==> config.mk <==
export PLATFORM = sky130hd
export DESIGN_NAME = delimited_span_scanner
export DESIGN_NICKNAME = d
export VERILOG_FILES = /design/src/design/dss_pkg.sv /design/src/design/delimited_span_scanner.sv /design/src/design/dss_front.sv /design/src/design/dss_queue.sv /design/src/design/dss_back.sv
export SDC_FILE = /design/constraint.sdc
export NUM_CORES = 1
export LEC_CHECK = 0
export BUFFER_PORTS_ARGS = -buffer_cell sky130_fd_sc_hd__buf_2
export CORE_MARGIN = 4
export CORE_UTILIZATION = 25
export DETAILED_ROUTE_END_ITERATION = 10
export SETUP_SLACK_MARGIN = 0.3
export SYNTH_ARGS = -nofsm -noshare
export SYNTH_HDL_FRONTEND = slang
export SYNTH_SLANG_ARGS = --single-unit
==> constraint.sdc <==
create_clock -name clk -period 8.4 [get_ports clk]
set_clock_uncertainty 0.05 [all_clocks]
set_input_delay 0.84 -clock clk [delete_from_list [all_inputs] [get_ports clk]]
set_output_delay 0.84 -clock clk [all_outputs]
set_load 0.1 [all_outputs]
==> src/design/dss_pkg.sv <==
// ----------------------------------------------------------------------------
// Delimited span scanner package
// Shared types, register codes and constants for the span scanner blocks.
// ----------------------------------------------------------------------------
package dss_pkg;

  // Character handling
  localparam int          CHAR_W     = 8;
  localparam logic [7:0]  QUOTE_CHAR = 8'h22;

  // Fixed widths of the event fields
  localparam int LINE_OUT_W = 16;
  localparam int COL_OUT_W  = 12;
  localparam int MAX_EVENTS = 3;

  // Configuration port
  localparam int CFG_INDEX_W = 3;
  localparam int CFG_DATA_W  = 16;

  localparam logic [CFG_INDEX_W-1:0] CFG_ESCAPE = 3'd0;
  localparam logic [CFG_INDEX_W-1:0] CFG_MARKUP = 3'd1;
  localparam logic [CFG_INDEX_W-1:0] CFG_CLASS  = 3'd2;
  localparam logic [CFG_INDEX_W-1:0] CFG_IDENT  = 3'd3;
  localparam logic [CFG_INDEX_W-1:0] CFG_STYLE  = 3'd4;

  // Register reset values
  localparam logic [7:0]  ESCAPE_RESET = 8'h5C;
  localparam logic [15:0] MARKUP_RESET = 16'h3E3E;
  localparam logic [15:0] CLASS_RESET  = 16'h5B5D;
  localparam logic [15:0] IDENT_RESET  = 16'h2829;
  localparam logic [15:0] STYLE_RESET  = 16'h7B7D;

  // Event codes
  localparam logic       KIND_OPEN   = 1'b0;
  localparam logic       KIND_CLOSE  = 1'b1;
  localparam logic [1:0] SPAN_MARKUP = 2'd0;
  localparam logic [1:0] SPAN_CLASS  = 2'd1;
  localparam logic [1:0] SPAN_IDENT  = 2'd2;
  localparam logic [1:0] SPAN_STYLE  = 2'd3;

  // Configuration registers as seen by the scanner
  typedef struct packed {
    logic [7:0]  escape_char;
    logic [15:0] markup_delims;
    logic [15:0] class_delims;
    logic [15:0] ident_delims;
    logic [15:0] style_delims;
  } cfg_t;

  // One open or close event
  typedef struct packed {
    logic                 kind;
    logic [1:0]           span;
    logic [COL_OUT_W-1:0] start_col;
    logic [COL_OUT_W-1:0] end_col;
  } event_t;

  // All events caused by one character, sharing one line number
  typedef struct packed {
    logic [LINE_OUT_W-1:0]    line;
    logic [1:0]               count;
    event_t [MAX_EVENTS-1:0]  ev;
  } bundle_t;

  function automatic event_t make_event(input logic kind, input logic [1:0] span,
                                        input logic [COL_OUT_W-1:0] start_col,
                                        input logic [COL_OUT_W-1:0] end_col);
    event_t e;
    e.kind      = kind;
    e.span      = span;
    e.start_col = start_col;
    e.end_col   = end_col;
    return e;
  endfunction

endpackage

==> src/design/delimited_span_scanner.sv <==
// ----------------------------------------------------------------------------
// Delimited span scanner
// Scans text a character at a time and reports markup spans and the class,
// id and style spans inside them as open and close events.
// ----------------------------------------------------------------------------
//
// Channel    Direction  Handshake                      Payload
// s_axis     in         s_axis_tvalid / s_axis_tready  tdata: text_char, tuser: line_begin
// m_axis     out        m_axis_tvalid / m_axis_tready  tdata: line, columns; tuser: kind, type
// cfg        in         cfg_valid / cfg_ready          cfg_index, cfg_data
//
// One character is accepted per cycle while the event queue has room.
// Each event is sent as its own output word, so up to three words per character on
// the output side; the queue of QUEUE_DEPTH bundles absorbs bursts.
// With the queue and output stage empty, an event passes through a queue entry and
// then the output register before it appears on m_axis.
// Reset is synchronous and returns the control state and the configuration registers
// to their defaults. A stalled output holds its word while input keeps filling the queue.
//
module delimited_span_scanner
  import dss_pkg::*;
#(
  parameter int LINE_BITS   = 16,
  parameter int COLUMN_BITS = 12,
  parameter int QUEUE_DEPTH = 4
) (
  input  logic                   clk,
  input  logic                   rst,
  input  logic                   s_axis_tvalid,
  output logic                   s_axis_tready,
  input  logic [7:0]             s_axis_tdata,   // text_char
  input  logic                   s_axis_tuser,   // line_begin
  output logic                   m_axis_tvalid,
  input  logic                   m_axis_tready,
  output logic [39:0]            m_axis_tdata,   // line_number, start_column, end_column
  output logic [2:0]             m_axis_tuser,   // event_kind, span_type
  output logic                   m_axis_tlast,   // last_event
  input  logic                   cfg_valid,
  output logic                   cfg_ready,
  input  logic [CFG_INDEX_W-1:0] cfg_index,
  input  logic [CFG_DATA_W-1:0]  cfg_data
);

  cfg_t    cfg;
  bundle_t push_data, head;
  logic    push, pop, full, not_empty;

  // Configuration registers
  assign cfg_ready = 1'b1;

  always_ff @(posedge clk) begin
    if (rst) begin
      cfg.escape_char   <= ESCAPE_RESET;
      cfg.markup_delims <= MARKUP_RESET;
      cfg.class_delims  <= CLASS_RESET;
      cfg.ident_delims  <= IDENT_RESET;
      cfg.style_delims  <= STYLE_RESET;
    end else if (cfg_valid) begin
      case (cfg_index)
        CFG_ESCAPE: cfg.escape_char   <= cfg_data[7:0];
        CFG_MARKUP: cfg.markup_delims <= cfg_data;
        CFG_CLASS:  cfg.class_delims  <= cfg_data;
        CFG_IDENT:  cfg.ident_delims  <= cfg_data;
        CFG_STYLE:  cfg.style_delims  <= cfg_data;
        default: begin
        end
      endcase
    end
  end

  // Front end: character classification and span state
  dss_front #(
    .LINE_BITS   (LINE_BITS),
    .COLUMN_BITS (COLUMN_BITS)
  ) u_front (
    .clk       (clk),
    .rst       (rst),
    .cfg       (cfg),
    .in_valid  (s_axis_tvalid),
    .in_ready  (s_axis_tready),
    .in_char   (s_axis_tdata),
    .in_begin  (s_axis_tuser),
    .full      (full),
    .push      (push),
    .push_data (push_data)
  );

  // Event queue between the two sides
  dss_queue #(
    .DEPTH (QUEUE_DEPTH)
  ) u_queue (
    .clk       (clk),
    .rst       (rst),
    .push      (push),
    .push_data (push_data),
    .pop       (pop),
    .head      (head),
    .full      (full),
    .not_empty (not_empty)
  );

  // Back end: one event word per cycle while the output is not stalled
  dss_back u_back (
    .clk           (clk),
    .rst           (rst),
    .head          (head),
    .not_empty     (not_empty),
    .pop           (pop),
    .m_axis_tvalid (m_axis_tvalid),
    .m_axis_tready (m_axis_tready),
    .m_axis_tdata  (m_axis_tdata),
    .m_axis_tuser  (m_axis_tuser),
    .m_axis_tlast  (m_axis_tlast)
  );

endmodule

==> src/design/dss_front.sv <==
// ----------------------------------------------------------------------------
// Span scanner front end
// Accepts one character per cycle while the queue is not full, tracks line, column and per-line span
// state, and pushes the events of each character that has any as one bundle.
// ----------------------------------------------------------------------------
module dss_front
  import dss_pkg::*;
#(
  parameter int LINE_BITS   = 16,
  parameter int COLUMN_BITS = 12
) (
  input  logic              clk,
  input  logic              rst,
  input  cfg_t              cfg,
  input  logic              in_valid,
  output logic              in_ready,
  input  logic [CHAR_W-1:0] in_char,
  input  logic              in_begin,
  input  logic              full,
  output logic              push,
  output bundle_t           push_data
);

  localparam logic [LINE_BITS-1:0]   LINE_MAX = {LINE_BITS{1'b1}};
  localparam logic [COLUMN_BITS-1:0] COL_MAX  = {COLUMN_BITS{1'b1}};

  // Scanner state
  logic                   quoted, markup_open, class_open, ident_open, style_open;
  logic [CHAR_W-1:0]      previous_char;
  logic [COLUMN_BITS-1:0] markup_start, inner_start;
  logic [LINE_BITS-1:0]   line_counter;
  logic [COLUMN_BITS-1:0] column_counter;

  logic                   quoted_next, markup_open_next, class_open_next;
  logic                   ident_open_next, style_open_next;
  logic [COLUMN_BITS-1:0] markup_start_next, inner_start_next;
  logic [LINE_BITS-1:0]   line_counter_next;
  logic [COLUMN_BITS-1:0] column_counter_next;

  // Per-line view after any line start has been applied
  logic                   markup_cur, class_cur, ident_cur, style_cur;
  logic [CHAR_W-1:0]      prev_cur;
  logic [COLUMN_BITS-1:0] mstart_cur, istart_cur, col_cur;
  logic [COL_OUT_W-1:0]   col_out;
  logic                   active, done;
  logic [1:0]             n_ev;
  event_t [MAX_EVENTS-1:0] evs;
  logic                   fire;

  assign in_ready = !full;
  assign fire     = in_valid && !full;

  // Classify the character and build its events
  always_comb begin
    markup_cur = in_begin ? 1'b0 : markup_open;
    class_cur  = in_begin ? 1'b0 : class_open;
    ident_cur  = in_begin ? 1'b0 : ident_open;
    style_cur  = in_begin ? 1'b0 : style_open;
    prev_cur   = in_begin ? '0 : previous_char;
    mstart_cur = in_begin ? '0 : markup_start;
    istart_cur = in_begin ? '0 : inner_start;
    col_cur    = in_begin ? '0 : column_counter;
    col_out    = COL_OUT_W'(col_cur);

    if (in_begin && column_counter != '0 && line_counter != LINE_MAX) begin
      line_counter_next = line_counter + LINE_BITS'(1);
    end else begin
      line_counter_next = line_counter;
    end
    column_counter_next = (col_cur != COL_MAX) ? col_cur + COLUMN_BITS'(1) : col_cur;

    // A quote toggles quoted mode before the skip checks
    quoted_next = (in_begin ? 1'b0 : quoted) ^ (in_char == QUOTE_CHAR);
    active = !((col_cur != '0) && (prev_cur == cfg.escape_char)) && !quoted_next;

    markup_open_next  = markup_cur;
    class_open_next   = class_cur;
    ident_open_next   = ident_cur;
    style_open_next   = style_cur;
    markup_start_next = mstart_cur;
    inner_start_next  = istart_cur;
    evs  = '0;
    n_ev = 2'd0;
    done = 1'b0;

    if (active && in_char == cfg.markup_delims[15:8]) begin
      markup_open_next  = 1'b1;
      markup_start_next = col_cur;
      evs[0] = make_event(KIND_OPEN, SPAN_MARKUP, col_out, '0);
      n_ev   = 2'd1;
    end else if (active && in_char == cfg.markup_delims[7:0]) begin
      markup_open_next = 1'b0;
      evs[0] = make_event(KIND_CLOSE, SPAN_MARKUP, COL_OUT_W'(mstart_cur), col_out);
      n_ev   = 2'd1;
    end else if (active && markup_cur) begin
      // Class span; an open ends the checks, a close does not
      if (in_char == cfg.class_delims[15:8] && !class_cur) begin
        class_open_next  = 1'b1;
        inner_start_next = col_cur;
        evs[n_ev] = make_event(KIND_OPEN, SPAN_CLASS, col_out, '0);
        n_ev = n_ev + 2'd1;
        done = 1'b1;
      end else if (in_char == cfg.class_delims[7:0] && class_cur) begin
        class_open_next = 1'b0;
        evs[n_ev] = make_event(KIND_CLOSE, SPAN_CLASS, COL_OUT_W'(istart_cur), col_out);
        n_ev = n_ev + 2'd1;
      end
      // Id span
      if (!done) begin
        if (in_char == cfg.ident_delims[15:8] && !ident_cur) begin
          ident_open_next  = 1'b1;
          inner_start_next = col_cur;
          evs[n_ev] = make_event(KIND_OPEN, SPAN_IDENT, col_out, '0);
          n_ev = n_ev + 2'd1;
          done = 1'b1;
        end else if (in_char == cfg.ident_delims[7:0] && ident_cur) begin
          ident_open_next = 1'b0;
          evs[n_ev] = make_event(KIND_CLOSE, SPAN_IDENT, COL_OUT_W'(istart_cur), col_out);
          n_ev = n_ev + 2'd1;
        end
      end
      // Style span
      if (!done) begin
        if (in_char == cfg.style_delims[15:8] && !style_cur) begin
          style_open_next  = 1'b1;
          inner_start_next = col_cur;
          evs[n_ev] = make_event(KIND_OPEN, SPAN_STYLE, col_out, '0);
          n_ev = n_ev + 2'd1;
        end else if (in_char == cfg.style_delims[7:0] && style_cur) begin
          style_open_next = 1'b0;
          evs[n_ev] = make_event(KIND_CLOSE, SPAN_STYLE, COL_OUT_W'(istart_cur), col_out);
          n_ev = n_ev + 2'd1;
        end
      end
    end
  end

  // Characters without events are not queued
  assign push            = fire && (n_ev != 2'd0);
  assign push_data.line  = LINE_OUT_W'(line_counter_next);
  assign push_data.count = n_ev;
  assign push_data.ev    = evs;

  // State update on each accepted character
  always_ff @(posedge clk) begin
    if (rst) begin
      quoted         <= 1'b0;
      markup_open    <= 1'b0;
      class_open     <= 1'b0;
      ident_open     <= 1'b0;
      style_open     <= 1'b0;
      previous_char  <= '0;
      markup_start   <= '0;
      inner_start    <= '0;
      line_counter   <= '0;
      column_counter <= '0;
    end else if (fire) begin
      quoted         <= quoted_next;
      markup_open    <= markup_open_next;
      class_open     <= class_open_next;
      ident_open     <= ident_open_next;
      style_open     <= style_open_next;
      previous_char  <= in_char;
      markup_start   <= markup_start_next;
      inner_start    <= inner_start_next;
      line_counter   <= line_counter_next;
      column_counter <= column_counter_next;
    end
  end

`ifndef SYNTH
  // A line start always leaves the next character at column one.
  assert property (@(posedge clk) disable iff (rst)
    fire && in_begin |=> column_counter == COLUMN_BITS'(1))
    else $error("column not restarted after line start");
`endif

endmodule

==> src/design/dss_queue.sv <==
// ----------------------------------------------------------------------------
// Span scanner event queue
// Short first-in first-out store of event bundles between front and back.
// ----------------------------------------------------------------------------
module dss_queue
  import dss_pkg::*;
#(
  parameter int DEPTH = 4
) (
  input  logic    clk,
  input  logic    rst,
  input  logic    push,
  input  bundle_t push_data,
  input  logic    pop,
  output bundle_t head,
  output logic    full,
  output logic    not_empty
);

  localparam int PTR_W = (DEPTH > 1) ? $clog2(DEPTH) : 1;
  localparam int CNT_W = $clog2(DEPTH + 1);

  bundle_t            store [DEPTH];
  logic [PTR_W-1:0]   wr_ptr, rd_ptr;
  logic [CNT_W-1:0]   count;

  function automatic logic [PTR_W-1:0] advance(input logic [PTR_W-1:0] p);
    return (p == PTR_W'(DEPTH - 1)) ? '0 : p + PTR_W'(1);
  endfunction

  assign full      = (count == CNT_W'(DEPTH));
  assign not_empty = (count != '0);
  assign head      = store[rd_ptr];

  // Entry storage
  always_ff @(posedge clk) begin
    if (push) begin
      store[wr_ptr] <= push_data;
    end
  end

  // Pointers and fill count
  always_ff @(posedge clk) begin
    if (rst) begin
      wr_ptr <= '0;
      rd_ptr <= '0;
      count  <= '0;
    end else begin
      if (push) begin
        wr_ptr <= advance(wr_ptr);
      end
      if (pop) begin
        rd_ptr <= advance(rd_ptr);
      end
      if (push && !pop) begin
        count <= count + CNT_W'(1);
      end else if (pop && !push) begin
        count <= count - CNT_W'(1);
      end
    end
  end

`ifndef SYNTH
  assert property (@(posedge clk) disable iff (rst) push |-> !full)
    else $error("write into a full queue");
  assert property (@(posedge clk) disable iff (rst) pop |-> not_empty)
    else $error("read from an empty queue");
`endif

endmodule

==> src/design/dss_back.sv <==
// ----------------------------------------------------------------------------
// Span scanner back end
// Sends the events of each queued bundle one word per cycle, while the output is not stalled,
// through a registered output stage.
// ----------------------------------------------------------------------------
module dss_back
  import dss_pkg::*;
(
  input  logic        clk,
  input  logic        rst,
  input  bundle_t     head,
  input  logic        not_empty,
  output logic        pop,
  output logic        m_axis_tvalid,
  input  logic        m_axis_tready,
  output logic [39:0] m_axis_tdata,  // line_number, start_column, end_column
  output logic [2:0]  m_axis_tuser,  // event_kind, span_type
  output logic        m_axis_tlast   // last_event
);

  logic                  out_valid;
  event_t                out_event;
  logic [LINE_OUT_W-1:0] out_line;
  logic                  out_last;
  logic [1:0]            sub;
  logic                  load, take, bundle_end;

  // The output register takes a new word when empty or being drained
  assign load       = !out_valid || m_axis_tready;
  assign take       = load && not_empty;
  assign bundle_end = (sub == head.count - 2'd1);
  assign pop        = take && bundle_end;

  always_ff @(posedge clk) begin
    if (rst) begin
      out_valid <= 1'b0;
      sub       <= 2'd0;
    end else begin
      if (load) begin
        out_valid <= not_empty;
      end
      if (take) begin
        sub <= bundle_end ? 2'd0 : sub + 2'd1;
      end
    end
  end

  // Payload of the output word
  always_ff @(posedge clk) begin
    if (take) begin
      out_event <= head.ev[sub];
      out_line  <= head.line;
      out_last  <= bundle_end;
    end
  end

  assign m_axis_tvalid = out_valid;
  assign m_axis_tdata  = {out_event.end_col, out_event.start_col, out_line};
  assign m_axis_tuser  = {out_event.span, out_event.kind};
  assign m_axis_tlast  = out_last;

`ifndef SYNTH
  // Every queued bundle carries at least one event.
  assert property (@(posedge clk) disable iff (rst) not_empty |-> head.count != 2'd0)
    else $error("empty bundle in queue");
  // Retiring a bundle always presents its final event.
  assert property (@(posedge clk) disable iff (rst) pop |=> m_axis_tvalid && m_axis_tlast)
    else $error("bundle retired without its last event");
`endif

endmodule
=== Word-level counts from Yosys, hierarchy flattened ===
Memories as Yosys holds them, arrays and structs flattened. A register that Yosys moved wholly into a read port is not among the register bits.
Cells that the tools add are included.

* Bits in latches: 0
* RAM bits: 396
* Memories kept: 1
* Bits in read-only memories: 0
* Bits in registers: 191
* Output and inout port bits: 47

{| class="wikitable"
|+ Memory list
! name !! words !! bits a word !! read ports !! clocked after Yosys merged registers in !! wr ports !! line !! RTL
|-
| u_queue.store || 4 || 99 || 1 || 1 || 1 || dss_queue.sv:23 || <nowiki>bundle_t store [DEPTH];</nowiki>
|}

* Muxes and demuxes: 103
* Add/subtract/negate cells: 10
* Reduce and logical (&&, ||, !) cells: 42
* Eq/ne operators: 20
* Multipliers: 0
* Magnitude comparators: 5
* Divide/modulo/power cells: 0
* Shift-type cells: 0
* Bitwise logic cells: 1

{| class="wikitable"
|+ Operators by type and width
! cell !! count
|-
| two-way mux 81 bit || 10
|-
| bitwise mux 81 bit || 4
|-
| two-way mux 27 bit || 10
|-
| two-way mux 12 bit || 13
|-
| demux 27 bit (select 2 bit) || 2
|-
| two-way mux 54 bit || 2
|-
| == test 8 bit || 9
|-
| binary-select mux 27 bit (select 2 bit) || 1
|-
| two-way mux 2 bit || 21
|-
| two-way mux 1 bit || 36
|-
| nonzero test 12 bit || 2
|-
| logical AND 1 bit || 21
|-
| adder 16 x 1 -> 16 bit (second input constant) || 1
|-
| two-way mux 16 bit || 1
|-
| != test 16 bit (second input constant) || 1
|-
| adder 12 x 1 -> 12 bit (second input constant) || 1
|-
| != test 12 bit (second input constant) || 1
|-
| adder 2 x 1 -> 2 bit (second input constant) || 5
|-
| AND reduction 2 bit || 5
|-
| zero test 1 bit || 9
|-
| < comparator 2 x 3 -> 1 bit (second input constant) || 3
|-
| == test 8 x 6 -> 1 bit (second input constant) || 1
|-
| two-way mux 8 bit || 1
|-
| == test 3 x 2 -> 1 bit (second input constant) || 2
|-
| 14 further kinds || 19
|}

=== Logic depth before layout (Yosys ltp) ===
Gate-level depths: netlist (run 1).

* Depth in word-level cells: 29
* Gate-level depth with buffers: 20
* Mapped depth without buffers: 17

=== Hierarchy ===
Synthesis (run 1) repeated with hierarchy kept, for this count alone.

* Cells, all modules: 1,796
* Area, all modules: 25,580.8 um^2

{| class="wikitable"
|+ By module, submodules not included
! module !! cells an instance !! times used !! sequential area each (um^2) !! area an instance (um^2)
|-
| dss_queue || 561 || 1 || 12,071.6 || 14,691.6
|-
| dss_front || 803 || 1 || 1,301.2 || 5,967.0
|-
| delimited_span_scanner || 273 || 1 || 1,441.4 || 2,847.7
|-
| dss_back || 159 || 1 || 1,381.3 || 2,074.5
|}

=== Least setup slack after synthesis (run 1) ===
Ideal clock, no wire load.

* Path type: input-to-reg
* Start point: input port s_axis_tdata[2]
* End point: memory u_queue.store[0][0] (netlist bit) (enable)
* Setup time: 468 ps
* Stages: 15
* Data arrival time: 5,842 ps
* Required time: 7,882 ps
* Path slack: 2,040 ps
* Path through: buf_2 -> xnor2_1 -> nand4_1 -> or4_1 -> clkbuf_1 -> clkbuf_1 -> nand2_1 -> ha_1 -> nand2b_1 -> a21oi_1 -> ha_1 -> nor2_1 -> nand3b_1 -> a21oi_2 -> and2_1

* Cells in the longest elaborated chain, start to end: 25
* Elaborated cells between the ends (all ways): 53
* Those cells by class: add/sub (2); eq/ne (9); mux (28); bitwise (1); reduce/logical (13)

{| class="wikitable"
|+ Ends and longest elaborated chain
! element !! line !! RTL
|-
| start: declaration || delimited_span_scanner.sv:31 || <nowiki>input logic [7:0] s_axis_tdata,</nowiki>
|-
| == test 8 bit || dss_front.sv:103 || <nowiki>end else if (in_char == cfg.class_delims[7:0] && class_cur) begin</nowiki>
|-
| logical AND 1 bit || dss_front.sv:103 ||
|-
| two-way mux 1 bit || dss_front.sv:103 ||
|-
| two-way mux 2 bit || dss_front.sv:97 || <nowiki>if (in_char == cfg.class_delims[15:8] && !class_cur) begin</nowiki>
|-
| two-way mux 2 bit || dss_front.sv:95 || <nowiki>end else if (active && markup_cur) begin</nowiki>
|-
| two-way mux 2 bit || dss_front.sv:91 || <nowiki>end else if (active && in_char == cfg.markup_delims[7:0]) begin</nowiki>
|-
| two-way mux 2 bit || dss_front.sv:86 || <nowiki>if (active && in_char == cfg.markup_delims[15:8]) begin</nowiki>
|-
| adder 2 x 1 -> 2 bit || dss_front.sv:114, dss_front.sv:119 ||
|-
| [... 10 more ...] || n/a ||
|-
| two-way mux 2 bit || dss_front.sv:95 ||
|-
| two-way mux 2 bit || dss_front.sv:91 ||
|-
| two-way mux 2 bit * || dss_front.sv:86 ||
|-
| nonzero test 2 bit * || dss_front.sv:139 || <nowiki>assign push = fire && (n_ev != 2'd0);</nowiki>
|-
| logical AND 1 bit * || dss_front.sv:139 ||
|-
| via push || delimited_span_scanner.sv:46 || <nowiki>logic push, pop, full, not_empty;</nowiki>
|-
| two-way mux 1 bit * || dss_queue.sv:37 || <nowiki>if (push) begin</nowiki>
|-
| two-way mux 1 bit (implied by the code) * || dss_queue.sv:38 || <nowiki>store[wr_ptr] <= push_data;</nowiki>
|-
| end: declaration || dss_queue.sv:23 ||
|}

Mark *: on every way through the listed nets, which the timed path passes. The rest lies on a longest branch. The select of a mux whose other input is x is not followed.

=== Worst setup path in the final report (run 1) ===
* Start point: input port s_axis_tuser
* End point: memory u_queue.store[2][52] (netlist bit) (enable)

* Cells in the longest elaborated chain, start to end: 25
* Elaborated cells between the ends (all ways): 58
* Those cells by class: add/sub (2); eq/ne (1); mux (35); bitwise (1); reduce/logical (19)

{| class="wikitable"
|+ Ends and longest elaborated chain
! element !! line !! RTL
|-
| start: declaration || delimited_span_scanner.sv:32 || <nowiki>input logic s_axis_tuser,</nowiki>
|-
| two-way mux 1 bit || dss_front.sv:56 || <nowiki>class_cur = in_begin ? 1'b0 : class_open;</nowiki>
|-
| logical AND 1 bit / zero test 1 bit (equally long branches) || dss_front.sv:103, dss_front.sv:97 ||
|-
| two-way mux 1 bit / logical AND 1 bit (equally long branches) || dss_front.sv:103, dss_front.sv:97 ||
|-
| two-way mux 2 bit || dss_front.sv:97 ||
|-
| two-way mux 2 bit || dss_front.sv:95 ||
|-
| two-way mux 2 bit || dss_front.sv:91 ||
|-
| two-way mux 2 bit || dss_front.sv:86 ||
|-
| adder 2 x 1 -> 2 bit || dss_front.sv:114, dss_front.sv:119 ||
|-
| [... 10 more ...] || n/a ||
|-
| two-way mux 2 bit || dss_front.sv:95 ||
|-
| two-way mux 2 bit || dss_front.sv:91 ||
|-
| two-way mux 2 bit * || dss_front.sv:86 ||
|-
| nonzero test 2 bit * || dss_front.sv:139 ||
|-
| logical AND 1 bit * || dss_front.sv:139 ||
|-
| via push || delimited_span_scanner.sv:46 ||
|-
| two-way mux 1 bit * || dss_queue.sv:37 ||
|-
| two-way mux 1 bit (implied by the code) * || dss_queue.sv:38 ||
|}

Marks and branches as above.

==> reports/results.txt, run 1 <==
Tightest Pin Transition - 1.176 ns
# Post-CTS Setup Buffers - 0
EDFF count, synth - 436
Vias/cell - 4.679
Worst hold path class - input port to flop
Final GP Congestion - 0.8452
Syn Std Cell Area - 25390 um^2
Combinational Power Share - 2.5%
Top Ports - 80
Worst endpoint required time - 8.62 ns
Fin Setup TNS - 0 ns
CTS Buf Count - 59
Post-Layout Cell Count - 3353
Final nets - 1996
Crit Path Class - input port to flop
FF+latch area - 16080 um^2
Asr flop ratio synth - 0%
Vias in the first global route - 15461
Fin crit period - 5.645 ns
Switching Fraction - 21.21%
Multi-input logic area - 8721 um^2
Slew HR - 21.09%
Via count - 15688
Peak VDD IR - 144.4 uV
Internal - 4.566 mW
Period utilization - 67.20%
Diodes inserted - 0
Final WL - 64790 um
Reg power frac - 53.3%
Post-synthesis sequential area ratio - 63.32%
First-pass DRT Iterations - 6
Antenna violations before repair - 1
Area grow syn2layout - 14.59%
Ys Warns - 0
Achievable Freq - 177.2 MHz
Initial DRC Count - 1638
Post-layout util - 28.97%
Total grt overflow - 0
First-pass GRT wire length - 98050 um
Status - finished clean
Switching Power - 1.229 mW
Synth Flop Type - edfxtp_1
GRT Total Usage - 11.83%
Crit. End Element - flop
Die area - 106700 um^2
Syn Area/Cell - 13.30 um^2
CTS tree - done
Syn nets - 1956
Netlist cell types - 76
Hold Vio Cnt, Final - 0
Clock Path Buffers - 3
Clock group share of total power - 44.2%
Share of cells above drive strength 1 - 16.38%
Dpl cells - 3245
Final Max Slew Viols - 0
P_leak - 8.276 nW
#FFs+latches synth - 585
Max FO, Critical Path - 53
Cts repair resizes - 0
Fillers - 10211
Hpwl dp - 41130 um
Critical path launch point type - input port
Cells after Synth - 1909
Die extent in x - 326.7 um
WL/cell - 19.32 um
CTS H-Tree Depth - 2
Largest net degree at the start of global routing - 86
Reg clk slew, reported paths - 0.06 ns
TritonCTS sink count - 585
Data arrival, critical path - 5.87 ns
Post-route ant nets - 0
Hold_buf cts - 0
CORE AREA - 100400 um^2
Initial Util - 25.28%
Clk root buf - clkbuf_16
Clock latency on the worst-skew pair - 0.64 ns
Max-cap violations - 0
Unrepaired setup endpoints after global routing - false
Drt drc - 0
# rows - 116
Die Height - 326.7 um
Final Setup Violations - 0
Power Density - 199.2 nW/um^2
IO buf count - 78
power groups by stage:
stage               Clock (mW)  Sequential, mW  Combinational [mW]
floorplan                    0            3.15              0.0999
global placement             0            3.15               0.142
detailed placement           0            3.15               0.143
CTS                       2.63            3.09               0.143
global route              2.76            3.09               0.156
finish                    2.56            3.09               0.142
layout by cell type (no fill, tap or decap), drive strengths merged, types with 23 or more instances in the layout:
master / instances
a21oi: 99
a22oi: 53
buf: 108
clkbuf: 76
dfxtp: 149
edfxtp: 436
mux2i: 46
mux4: 98
nand2: 239
nand3b: 37
nor2: 158
nor2b: 23
o21ai: 80
o22ai: 26
xnor2: 70
xor2: 33
per-layer routing:
layer  global-route usage, %  up-vias  wire [um]
li1                        -     7228          -
met1                   16.48     7826      28930
met2                   18.60      552      29560
met3                   2.937       82       5161
met4                   2.708        0       1141
met5                       0        -          0
Yosys cell counts (4+ instances only):
master,instances,share of area (%)
edfxtp_1,436,52
nand2_1,238,3.5
nor2_1,157,2.3
dfxtp_1,149,12
a21oi_1,98,1.9
mux4_2,98,8.7
clkbuf_1,75,1.1
xnor2_1,69,2.4
o21ai_0,59,1.2
a22oi_1,53,1.6
mux2i_1,45,1.8
nand3b_1,37,1.1
xor2_1,33,1.1
buf_2,26,0.51
o22ai_1,26,0.64
nor2b_1,23,0.57
nand3_1,21,0.41
o21ai_1,21,0.41
buf_1,17,0.25
nor3_1,17,0.34
a211oi_1,16,0.47
inv_1,15,0.22
nand4_1,15,0.37
ha_1,13,0.64
o21a_1,13,0.38
or3_1,13,0.32
o221ai_1,11,0.38
a211o_1,10,0.34
and2_1,9,0.22
and3_1,8,0.20
buf_4,8,0.24
nand2b_1,8,0.20
nor4_1,7,0.17
a31oi_1,4,0.099
final cells by class:
type                    instances  area share [%]
repair buffers                108           2.168
inverters                      19          0.2452
clock inverters                32           1.123
flip-flops and latches        585           55.29
multi-input cells            1176           29.98
clock buffers                  76           5.363
well taps                    1357           5.836
worst max-delay path: stages:
cell and delay, ns:
buf_2 0.33, inv_2 0.48, nand2_1 0.22, or4_1 0.94
nand2_1 0.25, ha_1 0.28, nand2b_1 0.17, a21oi_1 0.20
ha_1 0.16, nor2_1 0.05, nand3b_1 0.20, a21oi_2 0.37
and2_4 0.76, buf_4 0.52
cells by family (layout without fill, tap and decap cells):
family,count (synthesis),in the layout,synth area share [%]
AOI/OAI and AO/OA,337,337,8.393
muxes,146,146,10.65
buffers and inverters,148,235,2.523
other,1,1,0.01477
adders and majority gates,14,14,0.7195
and+or+nand+nor,575,575,10.76
xor gates and xnor gates,103,103,3.627
DFF,585,585,63.32
worst paths after layout:
check | from | end | slack [ns] | depth (start not counted)
min reg2reg | cfg[25] | cfg[25] | 0.42 | 2
min | cfg_data[11] | cfg[59] | 0.40 | 2
max reg2reg | cfg[32] | u_queue.store[2][52] | 3.39 | 13
max | s_axis_tuser | u_queue.store[2][52] | 2.76 | 14
flip-flops by register name, indices dropped and copies added, names as in the netlist, 2 cells and up, named ones only:
signal	flops
u_back.m_axis_tdata	24
u_queue.rd_ptr	2
u_back.out_line	16
u_front.inner_start	12
cfg	72
u_front.line_counter	16
u_back.sub	2
u_front.previous_char	8
u_queue.count	3
u_back.m_axis_tuser	3
u_front.markup_start	12
u_front.column_counter	12
u_queue.store	392
u_queue.wr_ptr	2
stage by stage:
stage	power, mW	instance area, um^2	setup slack, ns	hold slack (ns)
finish	5.795	29090	2.755	0.4046
global route	6.001	29090	2.472	0.4128
CTS	5.859	29090	2.858	0.3754
detailed placement	3.295	27200	2.198	0.4100
global placement	3.293	27200	2.284	0.4060
floorplan	3.250	25390	2.040	0.3981
Power figures use the tool's default switching activity.
==> inputs of run 2 (changes only) <==
--- a/config.mk
+++ b/config.mk
@@ -5,6 +5,7 @@
 export SDC_FILE = /design/constraint.sdc
 export NUM_CORES = 1
 export LEC_CHECK = 0
+export ABC_AREA = 1
 export BUFFER_PORTS_ARGS = -buffer_cell sky130_fd_sc_hd__buf_2
 export CORE_MARGIN = 4
 export CORE_UTILIZATION = 25
==> constraint.sdc (replaced) <==
create_clock -name clk -period 5.2 [get_ports clk]
set_clock_uncertainty 0.05 [all_clocks]
set_input_delay 0.52 -clock clk [delete_from_list [all_inputs] [get_ports clk]]
set_output_delay 0.52 -clock clk [all_outputs]
set_load 0.1 [all_outputs]
==> run 2 against run 1 <==
  * Die area increased by 6.0%
  * Cell count rose by 29%
  * First-iteration DRC count increased by 38%
  * Core utilization is 0.079 points higher
  * Combinational power grew to 3.6 times the previous value
  * Via count rose by 34%
  * Hold slack lost 0.28 ns
  * Routed wire length grew 27%
  * Power increased by 77%
==> reports/results.txt, run 2 <==
Min-Delay Path Depth - 3
Crit Path Class - flop to flop
Hold_buf cts - 0
CTS tree - done
Cells after Synth - 2838
Tightest Pin Transition - 1.159 ns
Die area - 113100 um^2
Cts repair resizes - 0
P_leak - 11.14 nW
Die extent in x - 336.3 um
CP most frequent cell - nand2_1
Dpl cell area - 28930 um^2
Post-Layout Cell Count - 4335
Power Density - 329.5 nW/um^2
Reg clk slew, reported paths - 0.06 ns
Switching Fraction - 23.32%
TritonCTS sink count - 585
Hpwl dp - 53820 um
Vias in the first global route - 19542
Share of cells above drive strength 1 - 10.61%
Largest net degree at the start of global routing - 104
CP max-delay cell - nor2_4
CP top delay family - simple AND/OR/NAND/NOR gates
Status - finished clean
Initial Util - 25.17%
Commonest non-fill, non-tap cell in the layout - nand2_1
Final nets - 2928
Total grt overflow - 0
Die Height - 336.3 um
Top-area cell type share of the netlist area - 48.58%
Post-route ant nets - 0
EDFF count, synth - 436
Largest cells by area after synthesis - edfxtp_1 49%, dfxtp_1 11%, o21ai_0 6.7%
Crit-path cells - inv_1, nand2_1, nand4_1, nor2_1, nand2_1, nor2_2, nor2_1, inv_1, ha_1, nand2_1, nand2_4, inv_1, ha_1, a21oi_1, nand2_1, nand2_1, nand3_2, nand2_1, buf_4, nor2_4, buf_4
Switching Power - 2.389 mW
Worst hold path class - input port to flop
Ys Warns - 0
Critical path's largest stage delay - 0.45 ns
Syn nets - 2885
Syn Std Cell Area - 26950 um^2
WL/cell - 18.96 um
Final WL - 82210 um
Max reg flops - 392
Via count - 21050
Max FO, Critical Path - 13
Max-cap violations - 0
CTS H-Tree Depth - 3
Clock latency on the worst-skew pair - 0.62 ns
Most common cell in the netlist - nand2_1
Dpl cells - 4214
Internal - 7.857 mW
Fin Setup TNS - 0 ns
Fin worst setup slack - 1.338 ns
CTS Buf Count - 68
Design Area, Final - 31090 um^2
Top sig layer - met4
Worst Hold Endpoint - cfg[27]
Dpl ws - 0.8593 ns
Hold Vio Cnt, Final - 0
Fin crit period - 3.862 ns
CORE AREA - 107100 um^2
Top Ports - 80
# Post-CTS Setup Buffers - 0
Synth Flop Type - edfxtp_1
GRT Total Usage - 14.16%
#FFs+latches synth - 585
Antenna violations before repair - 3
Most frequent cells after synthesis - 471 x nand2_1, 436 x edfxtp_1, 401 x nor2_1, 363 x o21ai_0, 209 x inv_1
Clock group share of total power - 45.6%
Reg-to-Reg Start - cfg[39]
Final GP Congestion - 0.9748
Peak VDD IR - 213.3 uV
RR Endpoint - u_queue.store[3][93]
Flop2flop setup slack - 1.34 ns
First-pass GRT wire length - 124100 um
Met3 wire length - 6591 um
Syn Area/Cell - 9.496 um^2
Initial DRC Count - 2253
Combinational Power Share - 4.9%
Critical path launch point type - flop
IO buf count - 78
Area grow syn2layout - 15.37%
Clk root buf - clkbuf_16
First-pass DRT Iterations - 7
Reg power frac - 49.5%
Met2 WL - 36190 um
Drt drc - 0
Hold Crit Start - cfg_data[11]
Vias/cell - 4.856
Worst reg2reg path depth - 21
Post-synthesis sequential area ratio - 59.65%
Worst endpoint required time - 5.46 ns
Largest Register - u_queue.store
Netlist cell types - 55
Final Setup Violations - 0
Achievable Freq - 258.9 MHz
Final Max Slew Viols - 0
Cell taking the most area after synthesis - edfxtp_1
Routed metal-1 wirelength - 37300 um
Data arrival, critical path - 4.12 ns
Slew HR - 21.91%
Period utilization - 74.27%
Commonest cells after routing, fill and taps aside - 470 x nand2_1, 436 x edfxtp_1, 395 x nor2_1
Hold slack - 0.1210 ns
Clock Path Buffers - 3
# rows - 120
Asr flop ratio synth - 0%
Crit path buf inv count - 5
Unrepaired setup endpoints after global routing - false
Crit. End Element - flop
run 2: cell count changes after synthesis, sizes merged, moves of 54 or more:
cell / delta
inv: +210
xnor2: -54
nand2: +250
o21ai: +306
nand3: +77
mux4: -98
nor2: +259
run 2: through the flow:
stage,total power [mW],utilization [%]
floorplan,5.518,-
finish,10.25,29.04
global route,10.60,29.04
global placement,5.667,27.02
detailed placement,5.672,27.02
CTS,10.35,29.04
run 2: worst max-delay path by stage:
| stage | to | start | slack (ns) | cells past startpoint |
|---|---|---|---|---|
| final | u_queue.store[3][93] | cfg[39] | 1.34 | 21 |
| after global routing | u_queue.store[3][96] | cfg[41] | 1.10 | 21 |
| after CTS | u_queue.store[3][97] | cfg[39] | 1.36 | 21 |
| after detailed placement | u_queue.store[3][84] | s_axis_tdata[3] | 0.86 | 22 |
| after global placement | u_queue.store[3][91] | s_axis_tdata[4] | 0.89 | 21 |
| after floorplan | u_queue.store[0][0] | s_axis_tdata[4] | -0.54 | 19 |
run 2: cells by family (layout without fill, tap and decap cells):
family	after synthesis	count (layout)	synth area share (%)
other	1	2	0.01391
buffers and inverters	399	492	6.282
AO/OA/AOI/OAI	726	726	15.29
adder cells (fa/ha/maj)	14	14	0.6779
AND/OR/NAND/NOR	1072	1072	16.75
XOR/XNOR	41	41	1.332
flip-flops	585	585	59.65
run 2: metal layers:
metal,vias to the layer above,track usage [%]
met5,-,0
met4,0,4.257
met3,143,2.519
met2,862,21.62
met1,10090,20.43
li1,9955,-
run 2: worst register-to-register path, delay by kind of cell (launching register included):
kind                       cells  cell delay [ns]
buffers and inverters          5             0.80
AOI/OAI and AO/OA              1             0.06
and+or+nand+nor               13             1.75
adders and majority gates      2             0.58
DFF                            1             0.31
run 2: layout make-up:
type                       instances  area [um^2]
antenna                            1        2.502
fill                           11158        75960
multi-input combinational       1854         9249
timing repair buffer             140        943.4
clock inverter                    32        345.3
clock buffer                      88         1817
inverter                         232        895.9
sequential                       585        16080
tap                             1403         1755
run 2: power groups by stage:
stage / Clock, mW / Sequential, mW / Combinational, mW
6_report: 4.67 / 5.07 / 0.505
5_1_grt: 4.97 / 5.08 / 0.557
4_1_cts: 4.78 / 5.07 / 0.503
3_5_place_dp: 0 / 5.17 / 0.501
3_3_place_gp: 0 / 5.17 / 0.498
2_1_floorplan: 0 / 5.22 / 0.297
